`config.mk`:
```
export PLATFORM = sky130hd
export DESIGN_NAME = rssd_ram
export DESIGN_NICKNAME = d
export VERILOG_FILES = /design/src/rtl/rssd_ram.sv
export SDC_FILE = /design/constraint.sdc
export NUM_CORES = 1
export LEC_CHECK = 0
export BUFFER_PORTS_ARGS = -buffer_cell sky130_fd_sc_hd__buf_4
export CORE_AREA = 4 4 122 124
export CTS_BUF_LIST = sky130_fd_sc_hd__clkbuf_4 sky130_fd_sc_hd__clkbuf_8 sky130_fd_sc_hd__clkbuf_16
export CTS_CLUSTER_DIAMETER = 30
export DETAILED_ROUTE_END_ITERATION = 6
export DIE_AREA = 0 0 126 128
export PLACE_DENSITY_LB_ADDON = 0.2
export REMOVE_ABC_BUFFERS = 1
export SETUP_SLACK_MARGIN = 0.1
export SLEW_MARGIN = 30
export SYNTH_ARGS = -nofsm -noshare
export SYNTH_HDL_FRONTEND = slang
export SYNTH_SLANG_ARGS = --single-unit
```
`constraint.sdc`:
```
create_clock -name clk -period 3.53 [get_ports clk]
set_clock_uncertainty 0.05 [all_clocks]
set_input_delay 0.706 -clock clk [delete_from_list [all_inputs] [get_ports clk]]
set_output_delay 0.706 -clock clk [all_outputs]
set_load 0.02 [all_outputs]
```
`src/rtl/rssd_ram.sv`:
```
// rssd_ram: generic single-port-write, single-port-read RAM, registered read.
// No dependencies.
module rssd_ram #(
  parameter int WIDTH = 8,
  parameter int DEPTH = 16
) (
  input  logic                     clk,
  input  logic                     we,
  input  logic [$clog2(DEPTH)-1:0] waddr,
  input  logic [WIDTH-1:0]         wdata,
  input  logic [$clog2(DEPTH)-1:0] raddr,
  output logic [WIDTH-1:0]         rdata
);
  logic [WIDTH-1:0] mem [DEPTH];

  always_ff @(posedge clk) begin
    if (we) begin
      mem[waddr] <= wdata;
    end
    rdata <= mem[raddr];
  end
endmodule

```
== Word-level counts from Yosys, hierarchy flattened ==
Memory sizes are Yosys's and may differ from the RTL's. A register that Yosys moved wholly into a read port is not among the register bits.
Cells that the tools add are included.
Cells by class
  mux-type cells: 2
Operator list (count)
  2-to-1 mux 1 bit: 2
Storage, ports and cells
  register bits: 0
  bits in writable memories: 128
  input port bits: 18
  output and inout port bits: 8
  word-level logic and storage cells: 3
  memories: 1
Memory list
  mem: depth 16, bits a word 8, rd ports 1, clocked after Yosys merged registers in 1, wr ports 1, line 14  | logic [WIDTH-1:0] mem [DEPTH];

== Longest topological paths before layout ==
Gate-level depths: netlist of the first run.
  depth in word-level cells: 2
  gate-level depth with buffers: 5
  depth with buffers taken out: 3

== Worst setup path after synthesis of the first run ==
OpenSTA, ideal clock, no wires.
  path kind: in2reg
  start: in waddr[2]
  end: mem mem[0][0] (enable)
  setup time: 0.383 ns
  arrival: 1.816 ns
  data required time: 3.097 ns
  slack: 1.281 ns
  cell stages on the path: 2
  path buffers: 0
  cell sequence: or3b_2 > nor3_1
RTL lines
  start: declaration: line 9  | input logic [$clog2(DEPTH)-1:0] waddr,
  end: declaration: line 14
No word-level cell before the write port.

== Worst setup path after layout of the first run ==
  start: in waddr[2]
  end: mem mem[1][2] (enable)
No word-level cell before the write port.

==> impl_metrics.csv, run 1 <==
group,metric,value,unit
layout,multiInputGateArea,1060,µm²
critical_path,rr_startpoint,"mem[5][1]",
power_and_ir_drop,power.density,612.8,nW/µm²
clocking,clock_path_buffers,2,
outcome,run_status,"finished, final reports clean",
layout,final_nets,292,
die,core_area,13770,µm²
layout,syn2layout_area_growth,19.37,%
grt,grt_max_degree,33,
grt,grt_antenna_before_repair,0,
layout,post_route_cells_drive_above_1_share,28.52,%
grt,grt.overflow.total,0,
logic_synthesis,synth-compound-area-share,2.333,%
die,die_h,128,µm
layout,regArea,4004,µm²
die,die_area,16130,µm²
power_and_ir_drop,vdd_drop_max,0.3491,mV
clocking,post_cts_hold_buffer_count,0,
sta,setup_tns,0,ns
sta,fmax,496.2,MHz
worst_hold_path,hold_class,"in2reg",
clocking,cts_resized,0,
sta,tightestPinTransition,0.8970,ns
layout,fillCellCount,1210,
routing,detail_route.first_pass.iterations,4,
die,die_width,126,µm
flow_run,max_cap_violations,0,
critical_path,rr_worst_depth,3,
logic_synthesis,yosysWarnings,0,
sta,unrepaired_setup_endpoints_after_global_routing,"no",
clocking,cts_htree_levels,4,
routing,wl_per_cell,22.66,µm
placement,post_dp_hpwl,6537,µm
routing,ant_nets,0,
layout,antenna-diode-count,0,
critical_path,critical_path.slowest_cell,"sky130_fd_sc_hd__nor2_1",
clocking,clk-insertion-delay-late,0.41,ns
worst_hold_path,hp-start,"wdata[3]",
clocking,cts_root_buffer,"sky130_fd_sc_hd__clkbuf_16",
critical_path,timing.critical_path.slowest_cell_delay,0.66,ns
placement,dp.cells,435,
clocking,tritoncts_clock_tree,"built",
placement,port_buffers,25,
logic_synthesis,sequential_share_of_the_synthesized_area,77.78,%
logic_synthesis,syn-cell-area,5147,µm²
logic_synthesis,xor_xnor_share_of_the_synthesized_area,0,%
clocking,cts-buffers-inserted,17,
die,initial_utilization,37.37,%
logic_synthesis,combinational_family_with_the_most_area_after_synthesis,"multiplexers",
critical_path,worstReg2RegEnd,"rdata[1]",
grt,grt_usage,14.20,%
logic_synthesis,synth_simple_gate_area_share,3.184,%
sta,final.hold.worst_slack,0.5475,ns
logic_synthesis,synthAdderAreaFrac,0,%
sta,relSlewSlack,39.98,%
critical_path,timing.critical_path.required,3.52,ns
clocking,clock_sink_count,136,
logic_synthesis,ys_types,19,
routing,initialDrtViolationCount,259,
layout,finish.utilization,44.61,%
routing,route.detailed.vias_per_inst,5.157,
sta,tcrit_tclk_final,57.09,%
logic_synthesis,synth_mux_area_share,15.02,%
grt,first_global_vias,2597,
logic_synthesis,syn_area_per_cell,22.48,µm²
critical_path,startpoint_to_endpoint_class_of_the_critical_path,"in2reg",
critical_path,start_kind,"primary input",
worst_hold_path,hold_path_depth,1,
logic_synthesis,yosys_register_bits,136,
sta,timing_max_transition_violations_final,0,
die,pin_count,26,
die,row_count,43,
routing,detail_route.wirelength,10510,µm
grt,grt_first_pass_wirelength,16170,µm
worst_hold_path,worstHoldEndpoint,"mem[14][3]",
sta,period_minus_ws_final,2.015,ns
sta,setup_viol_count_final,0,
sta,report.final.hold_viol_count,0,
critical_path,critPathArrivalTime,2.00,ns
layout,final_cell_count_no_fill,464,
power_and_ir_drop,static-leakage-power,2.053,nW
clocking,clk_pin_slew_worst_paths,0.06,ns
critical_path,crit_path_cell_trace,"buf_4 -> or3b_2 -> nor2_1",
placement,gp_congestion,0.7100,
clocking,cts_setup_buffers,0,
critical_path,path_max_fanout,8,
critical_path,critPathCaptureType,"flop",
routing,detailroute.via_count,2393,
critical_path,reg2reg_setup_slack,2.06,ns
logic_synthesis,post_synth_inst_count,229,
routing,drc,0,
==> stage by stage <==
step / worst slack, ns / instance area (µm²) / power (mW)
after floorplan: 1.281 / 5061 / 1.932
after CTS: 1.486 / 6142 / 3.801
after detailed placement: 1.042 / 5557 / 2.041
after global placement: 1.073 / 5557 / 2.038
after global routing: 1.407 / 6145 / 3.901
final: 1.515 / 6145 / 3.766
==> worst max path at each step <==
| stage | start | endpoint | slack [ns] | depth (start not counted) |
|---|---|---|---|---|
| 4_1_cts | raddr[0] | rdata[5] | 1.49 | 5 |
| 6_report | waddr[2] | mem[1][2] | 1.51 | 3 |
| 3_5_place_dp | waddr[2] | mem[1][7] | 1.04 | 3 |
| 3_3_place_gp | raddr[0] | rdata[1] | 1.07 | 5 |
| 5_1_grt | raddr[0] | rdata[5] | 1.41 | 5 |
| 2_1_floorplan | waddr[2] | mem[0][0] | 1.28 | 2 |
==> critical path, delay by kind of cell <==
family / cells / cell delay (ns)
buffers and inverters: 1 / 0.12
and+or+nand+nor: 2 / 1.17
==> sequential cells by signal (all words and copies together), names as in the netlist <==
signal / cells
rdata: 8
mem: 128
==> report_power, final <==
group,switching [mW],internal [mW],total (mW)
Sequential,0.0126,1.81,1.82
Clock,0.607,1.15,1.76
Combinational,0.106,0.0785,0.185
Total,0.726,3.04,3.77
==> logic make-up after synthesis <==
| kind of cell | after synthesis |
|---|---|
| and+or+nand+nor | 35 |
| buffers and inverters | 10 |
| AOI/OAI and AO/OA | 16 |
| DFF | 136 |
| muxes | 32 |
==> per-layer routing <==
| metal | wire [µm] | global-route usage [%] |
|---|---|---|
| met5 | 0 | 0 |
| met4 | 177 | 4.732 |
| met3 | 613 | 5.208 |
| met2 | 4882 | 20.47 |
| met1 | 4840 | 20.10 |
==> layout by cell type, fill, tap and decap left out, types with 4 or more instances in the layout <==
cell type / instances
sky130_fd_sc_hd__bufinv_16: 4
sky130_fd_sc_hd__mux4_1: 14
sky130_fd_sc_hd__clkinv_1: 4
sky130_fd_sc_hd__nor3_1: 4
sky130_fd_sc_hd__edfxtp_1: 128
sky130_fd_sc_hd__dfxtp_1: 8
sky130_fd_sc_hd__nor2_1: 12
sky130_fd_sc_hd__clkbuf_16: 17
sky130_fd_sc_hd__nand2_1: 9
sky130_fd_sc_hd__buf_4: 36
sky130_fd_sc_hd__a22oi_1: 16
sky130_fd_sc_hd__mux4_2: 18
==> synth_stat cells <==
library cell                      number  share of area (%)
sky130_fd_sc_hd__buf_6                 3               0.66
sky130_fd_sc_hd__nand3b_1              2               0.29
sky130_fd_sc_hd__nand2_1               9               0.66
sky130_fd_sc_hd__nand3_1               1              0.097
sky130_fd_sc_hd__edfxtp_1            128                 75
sky130_fd_sc_hd__mux4_1               14                7.1
sky130_fd_sc_hd__buf_4                 1               0.15
sky130_fd_sc_hd__dfxtp_1               8                3.1
sky130_fd_sc_hd__and2b_1               1               0.15
sky130_fd_sc_hd__and2_1                1               0.12
sky130_fd_sc_hd__buf_2                 3               0.29
sky130_fd_sc_hd__a22oi_1              16                2.3
sky130_fd_sc_hd__nor2_1               13               0.95
sky130_fd_sc_hd__nor3_1                4               0.39
sky130_fd_sc_hd__nor2b_1               1               0.12
sky130_fd_sc_hd__or3b_2                1               0.17
sky130_fd_sc_hd__nand2b_1              2               0.24
sky130_fd_sc_hd__clkdlybuf4s25_2       3               0.58
sky130_fd_sc_hd__mux4_2               18                7.9
==> layout make-up <==
| cell class | instances | share of cell area, % |
|---|---|---|
| clock buffer | 17 | 6.923 |
| tap | 180 | 3.665 |
| multi-input combinational | 83 | 17.25 |
| sequential | 136 | 65.16 |
| clock inverter | 12 | 2.606 |
| timing repair buffer | 36 | 4.398 |
No activity file was read; power rests on OpenSTA's default activity.
==> run 2: changes to the inputs <==
- clock period: 3.53 -> 1.9 ns (I/O delays scaled with it)
==> run 2 against run 1 <==
Against the previous run:
- sequential share of layout area decreased by 1.1 points
- worst hold slack got worse by 0.32 ns
- worst setup slack got worse by 1.0 ns
- die area unchanged
- clock power increased by 73%
- critical path depth unchanged
==> impl_metrics.csv, run 2 (same netlist as run 1, synthesis figures left out) <==
group,metric,value,unit
outcome,run_status,"finished, final reports clean",
critical_path,crit_path_cell_trace,"mux4_1 -> a22oi_1 -> nand2_1",
clocking,cts_root_buffer,"sky130_fd_sc_hd__clkbuf_16",
die,initial_utilization,37.37,%
sta,period_minus_ws_final,1.394,ns
grt,grt_first_pass_wirelength,16260,µm
critical_path,critPathArrivalTime,1.64,ns
sta,timing.final.ws_setup,0.5058,ns
clocking,cts_htree_levels,4,
critical_path,rr_startpoint,"mem[0][0]",
critical_path,timing.critical_path.slowest_cell_delay,0.51,ns
clocking,cts-buffers-inserted,17,
sta,fmax,717.3,MHz
clocking,tritoncts_clock_tree,"built",
critical_path,path_buf_inv,0,
critical_path,critical_path.slowest_cell,"sky130_fd_sc_hd__mux4_1",
routing,ant_nets,0,
layout,largestRegisters,"mem: 128 flops, rdata: 8 flops",
worst_hold_path,hp-start,"wdata[0]",
die,core_area,13770,µm²
critical_path,start_kind,"flop",
grt,first_global_vias,2619,
sta,setup_viol_count_final,0,
routing,detail_route.first_pass.iterations,4,
power_and_ir_drop,power.density,1084,nW/µm²
critical_path,crit_start,"mem[0][0]",
critical_path,critPathCaptureType,"flop",
routing,drc,0,
grt,grt_max_degree,21,
grt,grt.overflow.total,0,
grt,grt_antenna_before_repair,0,
routing,wl_per_cell,21.98,µm
layout,finish.utilization,45.41,%
placement,post_dp_hpwl,6562,µm
layout,syn2layout_area_growth,21.51,%
placement,preCtsSetupSlack,0.03693,ns
clocking,clk-insertion-delay-late,0.41,ns
critical_path,timing.critical_path.required,2.15,ns
placement,port_buffers,25,
routing,detailroute.via_count,2447,
sta,timing_max_transition_violations_final,0,
clocking,cts_setup_buffers,0,
layout,registers.top_by_ff_count,"mem",
routing,detail_route.wirelength,10510,µm
flow_run,max_cap_violations,0,
layout,post_route_cells_drive_above_1_share,32.55,%
clocking,clock_sink_count,136,
routing,initialDrtViolationCount,175,
sta,tightestPinTransition,0.7293,ns
critical_path,startpoint_to_endpoint_class_of_the_critical_path,"reg2reg",
layout,mostFrequentLayoutCell,"sky130_fd_sc_hd__edfxtp_1",
layout,final_nets,303,
clocking,cts_resized,0,
die,die_width,126,µm
die,die_area,16130,µm²
grt,grt_usage,14.13,%
worst_hold_path,hold_class,"in2reg",
die,die_h,128,µm
clocking,clk_pin_slew_worst_paths,0.06,ns
layout,largest_register_ffs,128,
critical_path,timing.critical_path.max_delay_family,"multiplexers",
clocking,clock_path_buffers,2,
placement,gp_congestion,0.7048,
sta,report.final.hold_viol_count,0,
layout,commonest_non_fill_non_tap_cells_in_the_layout,"sky130_fd_sc_hd__edfxtp_1 (128), sky130_fd_sc_hd__buf_4 (42), sky130_fd_sc_hd__mux4_2 (18)",
die,row_count,43,
sta,unrepaired_setup_endpoints_after_global_routing,"no",
power_and_ir_drop,vdd_drop_max,0.6533,mV
clocking,post_cts_hold_buffer_count,0,
layout,antenna-diode-count,0,
power_and_ir_drop,static-leakage-power,2.138,nW
critical_path,path_max_fanout,1,
die,pin_count,26,
sta,relSlewSlack,51.20,%
sta,tcrit_tclk_final,73.38,%
routing,route.detailed.vias_per_inst,5.119,
## run 2: final cells by class
class / count / area, µm²
clock buffer: 26 / 499.2
timing repair buffer: 47 / 415.4
sequential: 136 / 4004
fill: 1201 / 7518
multi-input combinational: 83 / 1057
clock inverter: 6 / 53.80
tap: 180 / 225.2
## run 2: per-layer routing
| metal | vias up | track usage [%] | share of wire, % |
|---|---|---|---|
| met5 | - | 0 | 0 |
| met4 | 0 | 5.489 | 1.0 |
| met2 | 72 | 20.97 | 48 |
| met1 | 1281 | 19.48 | 45 |
| met3 | 9 | 4.625 | 5.5 |
| li1 | 1085 | - | - |
## run 2: worst paths after layout
check,cells after the start,slack [ns],endpoint
max,3,0.51,rdata[0]
min,1,0.23,mem[9][0]
max reg2reg,3,0.51,rdata[0]
min reg2reg,3,0.62,rdata[0]
## run 2: worst reg2reg max path: stages, from the launching register on
cell                       delay (ns)
sky130_fd_sc_hd__edfxtp_1        0.36
sky130_fd_sc_hd__mux4_1          0.51
sky130_fd_sc_hd__a22oi_1         0.29
sky130_fd_sc_hd__nand2_1         0.08
## run 2: power by group
group / switching, mW / internal (mW)
logic: 0.198 / 0.169
clock network: 1.10 / 1.93
registers: 0.0229 / 3.36
## run 2: per-stage QoR
| stage | hold slack (ns) | power, mW | area, µm² | cells | setup TNS (ns) |
|---|---|---|---|---|---|
| after global placement | 0.6089 | 3.807 | 5702 | 446 | 0 |
| after detailed placement | 0.6115 | 3.816 | 5702 | 446 | 0 |
| after floorplan | 0.4289 | 3.590 | 5061 | 219 | -0.1830 |
| after CTS | 0.2165 | 6.846 | 6255 | 478 | 0 |
| after global routing | 0.2181 | 7.016 | 6255 | 478 | 0 |
| final | 0.2320 | 6.782 | 6255 | 478 | 0 |
==> run 3: changes to the inputs <==
- clock period: 1.9 -> 1.2 ns (I/O delays scaled with it)
==> run 3 against run 2 <==
Against the previous run:
- flip-flop and latch count is the same
- worst hold slack got worse by 0.14 ns
- cell area rose by 2.5%
- largest power group unchanged
- the flow now finishes with violations (negative setup slack)
==> impl_metrics.csv, run 3 (same netlist as run 1, synthesis figures left out) <==
group,metric,value,unit
critical_path,timing.critical_path.slowest_cell_delay,0.50,ns
grt,grt_max_degree,21,
sta,unrepaired_setup_endpoints_after_global_routing,"yes",
power_and_ir_drop,share_seq_of_total_power,49.2,%
die,initial_utilization,37.37,%
critical_path,start_kind,"flop",
routing,drc,0,
worst_hold_path,hold_class,"in2reg",
critical_path,path_max_fanout,1,
power_and_ir_drop,vdd_drop_max,0.9243,mV
critical_path,crit_start,"mem[3][4]",
critical_path,crit_path_cell_trace,"mux4_2 -> a22oi_2 -> nand2_1",
critical_path,critical_path.slowest_cell,"sky130_fd_sc_hd__mux4_2",
sta,timing_max_transition_violations_final,0,
routing,detail_route.first_pass.iterations,4,
layout,largest_register_ffs,128,
clocking,tritoncts_clock_tree,"built",
critical_path,rr_startpoint,"mem[3][4]",
power_and_ir_drop,switching_share,19.71,%
clocking,cts_root_buffer,"sky130_fd_sc_hd__clkbuf_16",
sta,final.hold.worst_slack,0.09630,ns
layout,mostFrequentLayoutCell,"sky130_fd_sc_hd__edfxtp_1",
worst_hold_path,hp-start,"wdata[5]",
sta,fmax,750.2,MHz
sta,setup_viol_count_final,8,
die,die_area,16130,µm²
grt,first_global_vias,2602,
outcome,run_status,"finished with violations",
routing,route.detailed.vias_per_inst,5.070,
die,core_area,13770,µm²
layout,syn2layout_area_growth,24.50,%
grt,grt_usage,13.96,%
die,pin_count,26,
critical_path,timing.critical_path.required,1.44,ns
placement,preCtsSetupSlack,-0.5171,ns
sta,tcrit_tclk_final,111.1,%
power_and_ir_drop,netSwitchingPower,2.148,mW
power_and_ir_drop,gate_power_share,6.0,%
grt,grt.overflow.total,0,
critical_path,timing.critical_path.max_delay_family,"multiplexers",
routing,ant_nets,0,
layout,commonest_non_fill_non_tap_cells_in_the_layout,"sky130_fd_sc_hd__edfxtp_1 (128), sky130_fd_sc_hd__buf_4 (37), sky130_fd_sc_hd__mux4_2 (29)",
sta,report.final.hold_viol_count,0,
layout,finalInstanceArea,6409,µm²
flow_run,max_cap_violations,0,
clocking,cts-buffers-inserted,17,
critical_path,critPathArrivalTime,1.57,ns
clocking,clock_sink_count,136,
sta,setup_tns,-0.7620,ns
sta,tightestPinTransition,0.9666,ns
sta,timing.final.ws_setup,-0.1330,ns
routing,detail_route.wirelength,10450,µm
layout,registers.top_by_ff_count,"mem",
clocking,clk-insertion-delay-late,0.40,ns
power_and_ir_drop,pnr_total_power,10.90,mW
power_and_ir_drop,internal_power_of_the_cells,8.749,mW
clocking,cts_htree_levels,4,
outcome,violations,"negative setup slack",
placement,port_buffers,25,
placement,gp_congestion,0.7169,
layout,post_route_cells_drive_above_1_share,44.41,%
power_and_ir_drop,power.density,1700,nW/µm²
sta,relSlewSlack,35.32,%
routing,wl_per_cell,21.58,µm
layout,fillCellCount,1189,
placement,post_dp_cell_area,5767,µm²
critical_path,path_buf_inv,0,
clocking,clk_pin_slew_worst_paths,0.05,ns
clocking,cts_setup_buffers,0,
sta,period_minus_ws_final,1.333,ns
grt,grt_antenna_before_repair,0,
layout,final_nets,310,
critical_path,critPathCaptureType,"flop",
die,die_h,128,µm
die,row_count,43,
routing,initialDrtViolationCount,237,
clocking,clock_path_buffers,2,
power_and_ir_drop,power.share.clock,44.8,%
power_and_ir_drop,static-leakage-power,2.140,nW
placement,post_dp_hpwl,6744,µm
routing,detailroute.via_count,2454,
critical_path,startpoint_to_endpoint_class_of_the_critical_path,"reg2reg",
grt,grt_first_pass_wirelength,16280,µm
die,die_width,126,µm
layout,largestRegisters,"mem: 128 flops, rdata: 8 flops",
layout,antenna-diode-count,0,
==> run 3: final timing paths <==
check / cells past startpoint / end / slack [ns]
max: 3 / rdata[4] / -0.13
min: 1 / mem[14][5] / 0.1
max reg2reg: 3 / rdata[4] / -0.13
min reg2reg: 3 / rdata[7] / 0.63
==> run 3: power by group through the flow <==
| stage | registers (mW) | logic, mW | clock network, mW |
|---|---|---|---|
| floorplan | 5.47 | 0.213 | 0 |
| global placement | 5.45 | 0.604 | 0 |
| detailed placement | 5.45 | 0.615 | 0 |
| CTS | 5.36 | 0.671 | 4.98 |
| global route | 5.37 | 0.713 | 5.20 |
| finish | 5.36 | 0.657 | 4.88 |
==> run 3: final cells by class <==
cell class	count	area [µm²]	area share (%)
Multi-Input combinational cell	83	1084	16.91
Clock buffer	21	455.4	7.107
Tap cell	180	225.2	3.514
Clock inverter	10	106.4	1.660
Sequential cell	136	4016	62.67
Timing Repair Buffer	54	521.8	8.141
==> run 3: per-layer routing <==
layer	global-route usage (%)	routed length [µm]	up-vias	part of all wire [%]
met1	19.41	4647	1288	44
met4	5.110	116	0	1.1
met3	3.792	568	13	5.4
li1	-	-	1088	-
met2	21.28	5116	65	49
met5	0	0	-	0
==> run 3: stage by stage <==
step / cells / util (%)
finish: 484 / 46.53
floorplan: 219 / -
detailed placement: 453 / 41.87
CTS: 484 / 46.39
global route: 484 / 46.53
global placement: 453 / 41.87
==> run 3: repair_timing <==
action | in CTS | in global routing
pin swaps | 12 | 2
endpoints found under the hold margin | 0 | 0
hold buffers | 0 | 0
setup endpoints to repair | 48 | 24
gates resized for setup | 40 | 5
